$ cat config.mk
export PLATFORM = sky130hd
export DESIGN_NAME = lpc_cordic_step
export DESIGN_NICKNAME = d
export VERILOG_FILES = /design/src/hw/rtl/lpc_pkg.sv /design/src/hw/rtl/lpc_cordic_step.sv
export SDC_FILE = /design/constraint.sdc
export NUM_CORES = 1
export LEC_CHECK = 0
export BUFFER_PORTS_ARGS = -buffer_cell sky130_fd_sc_hd__buf_4
export CAP_MARGIN = 20
export CORE_UTILIZATION = 61
export CTS_BUF_LIST = sky130_fd_sc_hd__clkbuf_4 sky130_fd_sc_hd__clkbuf_8
export DETAILED_ROUTE_END_ITERATION = 16
export PLACE_DENSITY = 0.95
export SYNTH_ARGS = -nofsm -noshare
export SYNTH_HDL_FRONTEND = slang
export SYNTH_SLANG_ARGS = --single-unit
$ cat constraint.sdc
create_clock -name clk -period 1.3 [get_ports clk]
set_clock_uncertainty 0.05 [all_clocks]
set_input_delay 0.065 -clock clk [delete_from_list [all_inputs] [get_ports clk]]
set_output_delay 0.065 -clock clk [all_outputs]
set_load 0.02 [all_outputs]
$ cat src/hw/rtl/lpc_pkg.sv
// Package for the lidar point converter: widths, register indexes,
// CORDIC constants and the stage payload types. No dependencies.
package lpc_pkg;
    localparam int NumLinesDef   = 64;
    localparam int NumColumnsDef = 4096;
    localparam int CordicSteps   = 22;
    localparam logic signed [31:0] CordicGainInv = 32'sd652032874;

    typedef enum logic [2:0] {
        REG_MIN_RANGE   = 3'd0,
        REG_MAX_RANGE   = 3'd1,
        REG_YAW_START   = 3'd2,
        REG_YAW_STEP    = 3'd3,
        REG_PITCH_START = 3'd4,
        REG_PITCH_STEP  = 3'd5,
        REG_LINE_ENABLE = 3'd6
    } reg_idx_t;

    // Rotation angle per CORDIC step, 2^24 units per turn.
    function automatic logic signed [24:0] atan_unit(input int i);
        logic signed [24:0] t;
        begin
            case (i)
                0: t = 25'sd2097152;  1: t = 25'sd1238021;  2: t = 25'sd654136;
                3: t = 25'sd332050;   4: t = 25'sd166669;   5: t = 25'sd83416;
                6: t = 25'sd41718;    7: t = 25'sd20860;    8: t = 25'sd10430;
                9: t = 25'sd5215;     10: t = 25'sd2608;    11: t = 25'sd1304;
                12: t = 25'sd652;     13: t = 25'sd326;     14: t = 25'sd163;
                15: t = 25'sd81;      16: t = 25'sd41;      17: t = 25'sd20;
                18: t = 25'sd10;      19: t = 25'sd5;       20: t = 25'sd3;
                21: t = 25'sd1;
                default: t = 25'sd0;
            endcase
            atan_unit = t;
        end
    endfunction

    // One CORDIC lane: cos/sin pair in Q30 plus residual angle and fold flag.
    typedef struct packed {
        logic signed [32:0] x;
        logic signed [32:0] y;
        logic signed [24:0] z;
        logic               flip;
    } cordic_lane_t;

    // Payload riding beside the rotation lanes.
    typedef struct packed {
        logic [19:0] range;
        logic [15:0] intensity;
    } side_t;

    // Round a Q30 product to nearest, ties away from zero.
    function automatic logic signed [63:0] round_q30(input logic signed [63:0] p);
        logic [63:0] mag;
        begin
            mag = p[63] ? 64'(-p) : 64'(p);
            mag = (mag + 64'd536870912) >> 30;
            round_q30 = p[63] ? -$signed(mag) : $signed(mag);
        end
    endfunction

    function automatic logic [20:0] sat21(input logic signed [63:0] v);
        begin
            if (v > 64'sd1048575)
                sat21 = 21'h0FFFFF;
            else if (v < -64'sd1048576)
                sat21 = 21'h100000;
            else
                sat21 = v[20:0];
        end
    endfunction
endpackage

$ cat src/hw/rtl/lpc_cordic_step.sv
// One registered CORDIC micro-rotation stage for the yaw and pitch lanes.
// Depends on lpc_pkg.
module lpc_cordic_step #(
    parameter int STEP = 0
) (
    input  logic                  clk,
    input  logic                  rst_n,
    input  logic                  adv,
    input  logic                  in_valid,
    input  lpc_pkg::cordic_lane_t yaw_in,
    input  lpc_pkg::cordic_lane_t pit_in,
    input  lpc_pkg::side_t        side_in,
    output logic                  out_valid,
    output lpc_pkg::cordic_lane_t yaw_out,
    output lpc_pkg::cordic_lane_t pit_out,
    output lpc_pkg::side_t        side_out
);
    logic                  valid_reg;
    lpc_pkg::cordic_lane_t yaw_reg, pit_reg, yaw_next, pit_next;
    lpc_pkg::side_t        side_reg;

    function automatic lpc_pkg::cordic_lane_t rot(input lpc_pkg::cordic_lane_t a);
        lpc_pkg::cordic_lane_t r;
        logic signed [32:0] dx, dy;
        begin
            dx = a.y >>> STEP;
            dy = a.x >>> STEP;
            r = a;
            if (!a.z[24])
            begin
                r.x = a.x - dx;
                r.y = a.y + dy;
                r.z = a.z - lpc_pkg::atan_unit(STEP);
            end
            else
            begin
                r.x = a.x + dx;
                r.y = a.y - dy;
                r.z = a.z + lpc_pkg::atan_unit(STEP);
            end
            rot = r;
        end
    endfunction

    // Rotate both lanes by this step's angle.
    always_comb
    begin
        yaw_next = rot(yaw_in);
        pit_next = rot(pit_in);
    end

    // Advance valid with the pipeline.
    always_ff @(posedge clk or negedge rst_n)
    begin
        if (!rst_n)
            valid_reg <= 1'b0;
        else if (adv)
            valid_reg <= in_valid;
    end

    // Hold payload while stalled.
    always_ff @(posedge clk)
    begin
        if (adv)
        begin
            yaw_reg  <= yaw_next;
            pit_reg  <= pit_next;
            side_reg <= side_in;
        end
    end

    assign out_valid = valid_reg;
    assign yaw_out   = yaw_reg;
    assign pit_out   = pit_reg;
    assign side_out  = side_reg;
endmodule

==> flow_results.xml, run 1 <==
<?xml version="1.0" encoding="UTF-8"?>
<metrics>
  <group name="outcome">
    <metric name="lastStage" unit="">clock tree synthesis</metric>
    <metric name="outcome" unit="">did not finish</metric>
    <metric name="error_message" unit="">[ERROR DPL-0038] Utilization greater than 100%, impossible to legalize</metric>
  </group>
  <group name="synth">
    <metric name="synth_adder_area_share" unit="">0.146</metric>
    <metric name="mappedNetlistArea" unit="mm2">0.0179</metric>
    <metric name="synth_cell_type_count" unit="">79</metric>
    <metric name="synth_top_family_by_area" unit="">compound AO/OA/AOI/OAI gates</metric>
    <metric name="async_flop_share" unit="">0.00457</metric>
    <metric name="syn-instance-count" unit="">1954</metric>
    <metric name="synth_flop_cell" unit="">sky130_fd_sc_hd__edfxtp_1</metric>
    <metric name="syn_nets" unit="">2382</metric>
    <metric name="avgSynthCellArea" unit="um2">9.14</metric>
    <metric name="synth_simple_gate_area_frac" unit="">0.131</metric>
    <metric name="synth_edf_count" unit="">218</metric>
    <metric name="seq_area_frac_synth" unit="">0.368</metric>
    <metric name="synth_warnings" unit="">0</metric>
    <metric name="share_of_synthesized_area_spent_on_multiplexers" unit="">0.0153</metric>
    <metric name="postSynthRegisterBits" unit="">219</metric>
    <metric name="yosys.area_share.xor_xnor" unit="">0.0613</metric>
    <metric name="synth_compound_gate_area_share" unit="">0.215</metric>
  </group>
  <group name="die">
    <metric name="fp.dieH" unit="um">173</metric>
    <metric name="num_io_pins" unit="">445</metric>
    <metric name="chipWidth" unit="um">173</metric>
    <metric name="initial_utilization" unit="">0.621</metric>
    <metric name="floorplan.rows" unit="">62</metric>
  </group>
  <group name="clock_tree">
    <metric name="cts_htree_levels" unit="">2</metric>
    <metric name="cts.repair_timing.setup_buffer_count" unit="">129</metric>
    <metric name="postCtsResizedCells" unit="">670</metric>
    <metric name="cts.sinks" unit="">219</metric>
    <metric name="cts_buffers" unit="">39</metric>
    <metric name="clock_tree.root_cell" unit="">sky130_fd_sc_hd__clkbuf_8</metric>
    <metric name="max_root_sink_buffers" unit="">3</metric>
    <metric name="postCtsHoldBufs" unit="">92</metric>
  </group>
  <group name="placed_design">
    <metric name="gpl.final_weighted_congestion" unit="">1.13</metric>
    <metric name="io_buffers" unit="">444</metric>
    <metric name="placed_cells" unit="">3281</metric>
    <metric name="post-dp-hpwl" unit="um">71200</metric>
    <metric name="detailed_place.area" unit="mm2">0.0270</metric>
  </group>
</metrics>
[cell families after synthesis]
| kind of cell | Yosys count |
|---|---|
| AOI/OAI and AO/OA | 604 |
| buffers and inverters | 294 |
| muxes | 27 |
| DFF | 219 |
| xor gates and xnor gates | 125 |
| and+or+nand+nor | 481 |
| adders and majority gates | 204 |
[cells in the mapped netlist (all sizes together), types with 10 or more instances]
cell type / count / area share
clkbuf: 62 / 0.013
xnor2: 98 / 0.048
o21bai: 33 / 0.014
nand2b: 21 / 0.0074
nor2b: 35 / 0.012
nand4: 22 / 0.0077
o21a: 13 / 0.0055
mux2i: 25 / 0.014
a31oi: 18 / 0.0063
nor2: 157 / 0.033
nor3: 37 / 0.010
o211ai: 20 / 0.0084
or3: 18 / 0.0066
o31ai: 16 / 0.0067
nor4: 15 / 0.0053
xor2: 27 / 0.013
buf: 33 / 0.0082
inv: 195 / 0.041
a21o: 49 / 0.021
a2111oi: 10 / 0.0078
nand2: 98 / 0.021
a211oi: 21 / 0.0088
ha: 196 / 0.14
a21oi: 199 / 0.056
edfxtp: 218 / 0.37
nand3: 31 / 0.0087
o21ai: 138 / 0.039
[stage by stage]
stage | setup TNS (ps) | utilization | worst slack (ps)
floorplan | -87280 | - | -1410
global placement | -139520 | 0.939 | -1620
detailed placement | -161980 | 0.939 | -1830
==> run 2: changes to the inputs <==
--- a/config.mk
+++ b/config.mk
@@ -7,10 +7,9 @@
 export LEC_CHECK = 0
 export BUFFER_PORTS_ARGS = -buffer_cell sky130_fd_sc_hd__buf_4
 export CAP_MARGIN = 20
-export CORE_UTILIZATION = 61
-export CTS_BUF_LIST = sky130_fd_sc_hd__clkbuf_4 sky130_fd_sc_hd__clkbuf_8
+export CORE_UTILIZATION = 40
 export DETAILED_ROUTE_END_ITERATION = 16
-export PLACE_DENSITY = 0.95
+export PLACE_DENSITY_LB_ADDON = 0.15
 export SYNTH_ARGS = -nofsm -noshare
 export SYNTH_HDL_FRONTEND = slang
 export SYNTH_SLANG_ARGS = --single-unit
==> run 2 against run 1 <==
Against the previous run: the flow now finishes, with violations (negative hold slack, negative setup slack); synthesized cell count stayed put; synthesized area stayed put.
==> flow_results.xml, run 2 <==
<?xml version="1.0" encoding="UTF-8"?>
<metrics>
  <group name="cells_and_area">
    <metric name="syn_to_final_growth" unit="%">86.8</metric>
    <metric name="post-route-util" unit="">0.756</metric>
    <metric name="final_nets" unit="">3597</metric>
    <metric name="post_route_cells_drive_above_1_share" unit="">0.536</metric>
    <metric name="stdcell_area" unit="mm2">0.0334</metric>
    <metric name="fin_cells" unit="">3786</metric>
    <metric name="layout.cells.most_common" unit="">sky130_fd_sc_hd__buf_4</metric>
    <metric name="layout_common_cells" unit="">sky130_fd_sc_hd__buf_4 (946), sky130_fd_sc_hd__edfxtp_1 (218), sky130_fd_sc_hd__buf_6 (183)</metric>
  </group>
  <group name="placed_design">
    <metric name="gpl.final_weighted_congestion" unit="">0.954</metric>
    <metric name="post-dp-hpwl" unit="um">56900</metric>
    <metric name="io_buffers" unit="">444</metric>
    <metric name="placed_cells" unit="">3513</metric>
    <metric name="detailed_place.area" unit="mm2">0.0274</metric>
  </group>
  <group name="grt">
    <metric name="grt_pass1_vias" unit="">20300</metric>
    <metric name="global_route.overflow_total" unit="">0</metric>
    <metric name="grt_pass1_wl" unit="um">112000</metric>
    <metric name="global_route.usage.total" unit="">0.315</metric>
    <metric name="antenna_found_initial" unit="">4</metric>
    <metric name="maximum_number_of_pins_on_one_net_before_global_route_repair" unit="">42</metric>
  </group>
  <group name="clock_tree">
    <metric name="clock_tree.root_cell" unit="">sky130_fd_sc_hd__clkbuf_16</metric>
    <metric name="cts_htree_levels" unit="">1</metric>
    <metric name="postCtsHoldBufs" unit="">102</metric>
    <metric name="cts.sinks" unit="">219</metric>
    <metric name="max_root_sink_buffers" unit="">3</metric>
    <metric name="clk-insertion-delay-late" unit="ps">600</metric>
    <metric name="cts_buffers" unit="">28</metric>
    <metric name="clk_pin_slew_worst_paths" unit="ps">60</metric>
    <metric name="cts_tree" unit="">done</metric>
  </group>
  <group name="synth">
    <metric name="syn_nets" unit="">2382</metric>
    <metric name="post-synth-top-count-cell" unit="">sky130_fd_sc_hd__edfxtp_1</metric>
    <metric name="netlist_top_cells_count" unit="">sky130_fd_sc_hd__edfxtp_1 (218), sky130_fd_sc_hd__a21oi_1 (199), sky130_fd_sc_hd__ha_1 (196), sky130_fd_sc_hd__inv_1 (194), sky130_fd_sc_hd__nor2_1 (157)</metric>
    <metric name="postSynthRegisterBits" unit="">219</metric>
    <metric name="yosysTopAreaCell" unit="">sky130_fd_sc_hd__edfxtp_1</metric>
    <metric name="seq_area_frac_synth" unit="">0.368</metric>
    <metric name="avgSynthCellArea" unit="um2">9.14</metric>
    <metric name="synth_cell_type_count" unit="">79</metric>
    <metric name="mappedNetlistArea" unit="mm2">0.0179</metric>
    <metric name="syn-instance-count" unit="">1954</metric>
    <metric name="synth_edf_count" unit="">218</metric>
    <metric name="yosys_top_cell_area_share" unit="">0.366</metric>
    <metric name="netlist_top_cells_area" unit="">sky130_fd_sc_hd__edfxtp_1 (37%), sky130_fd_sc_hd__ha_1 (14%), sky130_fd_sc_hd__a21oi_1 (5.6%)</metric>
    <metric name="async_flop_share" unit="">0.00457</metric>
    <metric name="synth_warnings" unit="">0</metric>
    <metric name="synth_flop_cell" unit="">sky130_fd_sc_hd__edfxtp_1</metric>
  </group>
  <group name="routing">
    <metric name="detail_route.iter0.violations" unit="">1211</metric>
    <metric name="vias" unit="">20100</metric>
    <metric name="route.detailed.wl_per_inst" unit="um">20.5</metric>
    <metric name="total_drc_errors_in_the_routed_layout" unit="">0</metric>
    <metric name="antenna_violating_nets_post_route" unit="">0</metric>
    <metric name="dr.pass1.iters" unit="">7</metric>
    <metric name="avgViaCountPerCell" unit="">5.31</metric>
    <metric name="totalWireLength" unit="um">77400</metric>
  </group>
  <group name="die">
    <metric name="num_io_pins" unit="">445</metric>
    <metric name="chipWidth" unit="um">213</metric>
    <metric name="initial_utilization" unit="">0.405</metric>
    <metric name="floorplan.rows" unit="">77</metric>
    <metric name="die_area" unit="mm2">0.0455</metric>
    <metric name="fp.dieH" unit="um">213</metric>
    <metric name="core_area" unit="mm2">0.0441</metric>
  </group>
  <group name="timing">
    <metric name="min_period_over_period" unit="">1.80</metric>
    <metric name="timing_max_transition_violations_final" unit="">0</metric>
    <metric name="setup_ws" unit="ps">-1030</metric>
    <metric name="grt_setup_unrepaired" unit="">true</metric>
    <metric name="setup-violations-final" unit="">123</metric>
    <metric name="final_period_minus_worst_setup_slack" unit="ps">2330</metric>
    <metric name="worst_slew_pin_slew" unit="ps">524</metric>
    <metric name="maxClockFrequency" unit="MHz">428</metric>
    <metric name="finalHoldViolations" unit="">1</metric>
    <metric name="slew_headroom" unit="">0.646</metric>
    <metric name="whs" unit="ps">-36.8</metric>
  </group>
  <group name="critical_path">
    <metric name="crit_path_cell_trace" unit="">buf_8 -&gt; inv_8 -&gt; ha_4 -&gt; and3_4 -&gt; o21ai_2 -&gt; and3_4 -&gt; o211ai_1 -&gt; nand2_1 -&gt; o311a_1 -&gt; o211ai_1 -&gt; mux2_4 -&gt; o311ai_4</metric>
    <metric name="critPathTopFamily" unit="">compound AO/OA/AOI/OAI gates</metric>
    <metric name="worst_setup_path_end_kind" unit="">flip-flop</metric>
    <metric name="worst-path-max-fanout" unit="">5</metric>
    <metric name="crit_slowest_cell" unit="">sky130_fd_sc_hd__o311a_1</metric>
    <metric name="setup.worst_path.start_class" unit="">input pin</metric>
    <metric name="critical_path.n_buffers_inverters" unit="">2</metric>
    <metric name="worst_path_largest_cell_delay" unit="ps">450</metric>
    <metric name="crit_path_arrival_time" unit="ps">2700</metric>
    <metric name="timing.setup.critical_path_class" unit="">in2reg</metric>
    <metric name="endpoint_required_time_on_the_critical_path" unit="ps">1670</metric>
  </group>
  <group name="job">
    <metric name="max_cap_viol_count" unit="">0</metric>
  </group>
  <group name="outcome">
    <metric name="outcome" unit="">complete, but fails checks</metric>
    <metric name="violations" unit="">negative hold slack, negative setup slack</metric>
  </group>
  <group name="power">
    <metric name="vdd_drop_max" unit="mV">1.11</metric>
    <metric name="leakage" unit="nW">14.8</metric>
    <metric name="power-per-cell-area" unit="mW/mm2">994</metric>
  </group>
  <group name="hold_path">
    <metric name="hold_wc_path_type" unit="">in2reg</metric>
  </group>
</metrics>
[run 2: cell counts after synthesis]
No cell type changed its count.
[run 2: routing by layer]
metal	track usage	wire length [um]
met1	0.387	30700
met3	0.0349	4250
met4	0.113	2940
met2	0.568	39500
met5	0	0
[run 2: cell type report]
| cell class | count | area [um2] |
|---|---|---|
| clock inverter | 21 | 290 |
| fill | 3054 | 10800 |
| multi-input combinational | 1441 | 13200 |
| antenna | 4 | 10.0 |
| timing repair buffer | 1280 | 11000 |
| tap | 592 | 741 |
| clock buffer | 30 | 708 |
| inverter | 199 | 883 |
| sequential | 219 | 6570 |
[run 2: path summary, 6_finish.rpt]
path                            startpoint           to  slack (ps)  cells after the start
worst min register to register   out_valid    out_valid         520                      1
worst max-delay path            yaw_in[30]  yaw_out[55]       -1030                     12
worst min-delay path            yaw_in[27]  yaw_out[60]         -40                      3
worst max register to register   out_valid    out_valid         460                      1
max in group asynchronous            rst_n    out_valid         800                      3
min in group asynchronous            rst_n    out_valid         300                      3
[run 2: cells by family (layout without fill, tap and decap cells)]
logic type	count (synthesis)	count (layout)	synth area share
compound gates	604	604	0.215
simple gates	481	481	0.131
buf+inv	294	1530	0.0630
flops	219	219	0.368
fa+ha+maj	204	204	0.146
xor+xnor	125	125	0.0613
mux	27	27	0.0153
other cells	0	4	0
[run 2: worst min-delay path, delay by kind of cell]
family	cells	cell delay, ps
buf+inv	1	100
compound gates	1	60
fa+ha+maj	1	190
[run 2: report_power, final]
group | switching [W] | internal [W] | leakage, nW
logic | 0.00772 | 0.00747 | 12.2
registers | 0.000417 | 0.00904 | 2.15
clock network | 0.00353 | 0.00500 | 0.476
[run 2: repair_timing]
action,4_1_cts,5_1_grt
hold endpoints to repair,136,1
pin swaps,219,211
buffers inserted,71,68
resized for setup,409,314
endpoints found under the setup margin,131,177
gates cloned,1,1
[run 2: per-stage QoR]
step                      hold slack, ps  setup TNS [ps]  setup slack, ps  total power, W
after global routing               -40.4          -71760            -1060          0.0345
after floorplan                     -281          -87280            -1410          0.0156
after CTS                           2.76          -60670             -998          0.0319
final                              -36.8          -67000            -1030          0.0332
after global placement              -198         -144010            -1730          0.0215
after detailed placement            -198         -146570            -1710          0.0216
Power figures use the tool's default switching activity.
